### src/rtl/drrb_ram.sv
// ----------------------------------------------------------------------------
// drrb_ram
// Generic one-write, one-read RAM with registered read data.
// ----------------------------------------------------------------------------
module drrb_ram #(
  parameter int unsigned Width = 8,
  parameter int unsigned Depth = 16,
  localparam int unsigned AddrW = (Depth > 1) ? $clog2(Depth) : 1
) (
  input  logic             clk_i,
  input  logic             we_i,
  input  logic [AddrW-1:0] waddr_i,
  input  logic [Width-1:0] wdata_i,
  input  logic [AddrW-1:0] raddr_i,
  output logic [Width-1:0] rdata_o
);

  logic [Width-1:0] mem_q [Depth];

  always_ff @(posedge clk_i) begin
    if (we_i) begin
      mem_q[waddr_i] <= wdata_i;
    end
    rdata_o <= mem_q[raddr_i];
  end

endmodule

### config.mk
export PLATFORM = sky130hd
export DESIGN_NAME = drrb_ram
export DESIGN_NICKNAME = d
export VERILOG_FILES = /design/src/rtl/drrb_ram.sv
export SDC_FILE = /design/constraint.sdc
export NUM_CORES = 1
export LEC_CHECK = 0
export CAP_MARGIN = 10
export CELL_PAD_IN_SITES_DETAIL_PLACEMENT = 2
export CELL_PAD_IN_SITES_GLOBAL_PLACEMENT = 2
export CORE_MARGIN = 1.5
export CORE_UTILIZATION = 45
export DETAILED_ROUTE_END_ITERATION = 8
export DONT_BUFFER_PORTS = 1
export PLACE_DENSITY_LB_ADDON = 0.15
export SLEW_MARGIN = 20
export SYNTH_ARGS = -nofsm -noshare
export SYNTH_HDL_FRONTEND = slang
export SYNTH_SLANG_ARGS = --single-unit
### constraint.sdc
create_clock -name clk_i -period 4.9 [get_ports clk_i]
set_input_delay 0.735 -clock clk_i [delete_from_list [all_inputs] [get_ports clk_i]]
set_output_delay 0.735 -clock clk_i [all_outputs]
set_load 0.01 [all_outputs]
Yosys cells after proc, flatten, opt, wreduce, memory -nomap -nowiden
Memories as Yosys holds them, arrays and structs flattened. A register that Yosys moved wholly into a read port is not among the register bits.
Index checks and enable logic that the tools add are counted.
{ "word_totals": {"reg_bits": 0, "mem_bits_rw": 128, "in_bits": 18, "out_inout_bits": 8, "n_memories": 1} }
{ "classes": {"n_mux": 2} }
{ "mem_list": {"columns": ["name", "depth", "width", "rd", "rd_ports_with_merged_regs", "write_ports", "line", "rtl"], "rows": [
  ["mem_q", 16, 8, 1, 1, 1, "18", "logic [Width-1:0] mem_q [Depth];"]
]} }
{ "ops": {"columns": ["cell", "count"], "rows": [
  ["2-to-1 mux 1 bit", 2]
]} }

Longest topological paths before layout
{ "depth": {"depth_word": 2, "ltp_mapped": 5} }

Worst setup path before layout
No wires, ideal clock.
{ "synth_path": {"path_type": "in2reg", "start": "input waddr_i[2]", "end": "memory mem_q[0][0], enable pin", "setup_time_ps": 383, "arrival_ps": 1845, "required_ps": 4517, "path_slack_ps": 2672, "cell_stages": 2, "path_buffers": 0, "path_cell_list": "or3b_2 -> nor3_1"} }
{ "synth_lines": {"columns": ["item", "line", "rtl"], "rows": [
  ["start: declaration", "12", "input logic [AddrW-1:0] waddr_i,"],
  ["end: declaration", "18", null]
]} }
Straight into the memory's write port.

Worst setup path after layout
{ "layout_path": {"start": "input waddr_i[2]", "end": "memory mem_q[3][7], enable pin"} }
Straight into the memory's write port.

==> impl_summary.txt <==
----------------------------------------------------
[Status]
  Outcome ... complete, no violations

[Clock network]
  Maximum number of buffers from clock root to sink ... 2
  Total clock buffers created by CTS ... 17
  Number of levels the H-tree was split into ... 4
  Hold_buf cts ... 0
  Clk root buf ... clkbuf_16
  Total of cells resized after clock tree synthesis ... 0
  Post-CTS Repair Setup Buffers ... 0
  CTS clk-pin slew, worst paths ... 0.06 ns
  CTS tree ... yes
  # clock sinks ... 136
  Worst-Skew Late Latency ... 0.42 ns

[STA]
  Number of endpoints failing setup at the final stage ... 0
  Worst slew margin relative to its limit ... 0.3738
  Number of max-slew violations in the final report ... 0
  Slew at the pin closest to its max-slew limit ... 0.9342 ns
  Highest Clock Rate ... 0.5408 GHz
  Setup tns final ... 0 ns
  Share of the cycle needed by the critical path after routing ... 0.3774
  Setup repair after global routing missed its margin ... no
  Hold Vio Cnt, Final ... 0
  Worst Skew ... 0.01344 ns
  Minimum period implied by the final worst setup slack ... 1.849 ns

[Yosys]
  Area share of fa/ha/maj cells after synthesis ... 0
  Synth Area in Simple Gates ... 0.03184
  Share of the yosys chip area belonging to registers ... 0.7778
  Number of warning messages in the yosys log ... 0
  Combinational family with the most area after synthesis ... multiplexers
  Cell count after synthesis ... 229
  Post-Synth XOR/XNOR Area ... 0
  Number of register bits inferred by synthesis ... 136
  Share of the synthesized area in compound gates (AO/OA/AOI/OAI) ... 0.02333
  Average cell area after synthesis ... 22.48 sq um
  Portion of netlist area occupied by mux cells ... 0.1502
  Count of unique library cells instantiated by Yosys ... 19
  Post-Synthesis Net Count ... 247
  Synthesized area ... 5147 sq um

[Route]
  Remaining antenna violation count ... 0
  Drt initial violations ... 187
  Detail-routed via count per cell ... 6.046
  DR vias ... 2364
  DRC errors left ... 0
  Routed wire length per instance ... 31.39 microns
  Detailed-routing iteration count for the pre-antenna-repair pass ... 4
  Total routed wirelength ... 12270 microns

[Finish]
  Most frequent cells in the layout ... edfxtp_1 (128), mux4_2 (18), clkbuf_16 (17), a22oi_1 (16), mux4_1 (14)
  Final core utilization ... 0.5300
  Most common cell after layout, fill and taps aside ... edfxtp_1
  Layout Nets ... 256
  Multi-input logic area ... 1077 sq um
  Synth-to-Final Area Change ... 13.08%
  Filler cell count ... 906
  Count of inserted antenna diode cells ... 0
  Sequential cell area ... 4004 sq um
  Ratio of cells with drive above 1 in the final layout ... 0.2072

[GRT]
  Pin count of the biggest net entering global routing ... 33
  First-pass GRT wire length ... 17930 microns
  Number of global-route vias before repair ... 2673
  Global-route usage over all layers ... 0.2304
  Gr ovfl total ... 0
  Antenna violations before repair ... 0

[Power and ir drop]
  Pwr/cell area ... 451.1 nW/um^2
  Max VDD drop ... 0.3994 mV
  Leakage component of the power ... 1.864 nW

[Setup path]
  Data required, critical path ... 4.95 ns
  WS Path Type ... input pin to flip-flop
  Critical path, cell by cell ... or3b_2 > nor2_1
  Startpoint Class ... input pin
  Number of buffers and inverters on the critical path ... 0
  Number of cells on the worst reg-to-reg path ... 3
  WP data arrival ... 1.90 ns
  Worst setup EP type ... flip-flop
  Destination of the worst register-to-register timing path ... rdata_o[4]$_DFF_P_
  Slowest stage delay, CP ... 0.65 ns
  End point of the critical path ... mem_q[3][7]$_DFFE_PP_
  Worst path depth ... 2
  Worst-path cell with the longest stage delay ... nor2_1
  Origin of the critical flop-to-flop path ... mem_q[3][4]$_DFFE_PP_
  Max Fanout on Critical Path ... 8
  Flop-to-flop setup slack ... 3.40 ns
  Cell class contributing the biggest share of worst-path delay ... simple AND/OR/NAND/NOR gates
  Worst setup path start ... waddr_i[2]

[Place]
  Final weighted congestion of routability-driven global placement ... 0.7651
  Number of port buffers ... 0
  HPWL after detailed placement ... 7470 microns

[Floorplanning]
  Boundary Pins ... 26
  Die area ... 12090 sq um
  Std-Cell Rows ... 38
  Starting Density ... 0.4687
  Die extent in y ... 110.0 microns
  Die width ... 110.0 microns
  Core footprint ... 10980 sq um

[Flow run]
  Max-Cap Viols ... 0

[Min path]
  Hold/Removal Path Class ... input pin to flip-flop

----------------------------------------------------
==> cells by family (layout without fill, tap and decap cells) <==
group | after synthesis | count (layout)
buffers and inverters | 10 | 32
flip-flops | 136 | 136
multiplexers | 32 | 32
AO/OA/AOI/OAI | 16 | 16
AND/OR/NAND/NOR | 35 | 35
==> report_power, final <==
group	internal, mW	total (mW)	switching [mW]	leakage (nW)
combinational	0.0368	0.0734	0.0366	0.374
clock	0.743	1.24	0.494	0.266
sequential	1.30	1.31	0.0131	1.22
total	2.08	2.63	0.544	1.86
==> area by class of cell <==
| cell class | instances | area share |
|---|---|---|
| well taps | 140 | 0.03009 |
| multi-input cells | 83 | 0.1851 |
| clock buffers | 19 | 0.07438 |
| flip-flops and latches | 136 | 0.6879 |
| clock inverters | 13 | 0.02257 |
==> Yosys cell counts <==
cell type          n  share of area
a22oi_1           16          0.023
and2_1             1         0.0012
and2b_1            1         0.0015
buf_2              3         0.0029
buf_4              1         0.0015
buf_6              3         0.0066
clkdlybuf4s25_2    3         0.0058
dfxtp_1            8          0.031
edfxtp_1         128           0.75
mux4_1            14          0.071
mux4_2            18          0.079
nand2_1            9         0.0066
nand2b_1           2         0.0024
nand3_1            1        0.00097
nand3b_1           2         0.0029
nor2_1            13         0.0095
nor2b_1            1         0.0012
nor3_1             4         0.0039
or3b_2             1         0.0017
==> through the flow <==
step,hold slack (ns),instances,instance area (sq um),setup slack [ns],total power [mW]
floorplan,0.6293,229,5147,2.672,1.400
global placement,0.6667,359,5236,2.474,1.406
detailed placement,0.6896,359,5241,2.316,1.412
CTS,0.3866,391,5806,2.769,2.645
global route,0.3838,391,5821,2.981,2.693
finish,0.4036,391,5821,3.051,2.626
==> state kept, by name, indices dropped and copies added (netlist names) <==
register / flops
mem_q: 128
rdata_o: 8
==> worst min-delay path by stage <==
stage,startpoint,to,slack (ns),cells past startpoint
after floorplan,mem_q[7][0]$_DFFE_PP_,rdata_o[0]$_DFF_P_,0.63,3
after detailed placement,mem_q[14][7]$_DFFE_PP_,rdata_o[7]$_DFF_P_,0.69,3
after global routing,wdata_i[3],mem_q[1][3]$_DFFE_PP_,0.38,0
after global placement,mem_q[14][7]$_DFFE_PP_,rdata_o[7]$_DFF_P_,0.67,3
after CTS,wdata_i[3],mem_q[1][3]$_DFFE_PP_,0.39,0
final,wdata_i[6],mem_q[9][6]$_DFFE_PP_,0.40,0
==> routing by layer <==
layer	vias up	track usage	part of all wire
met1	1276	0.2933	0.42
met2	81	0.3678	0.50
met5	-	0	0
li1	988	-	-
met3	19	0.06995	0.053
met4	0	0.09926	0.021
(Power assumes the default switching activity.)
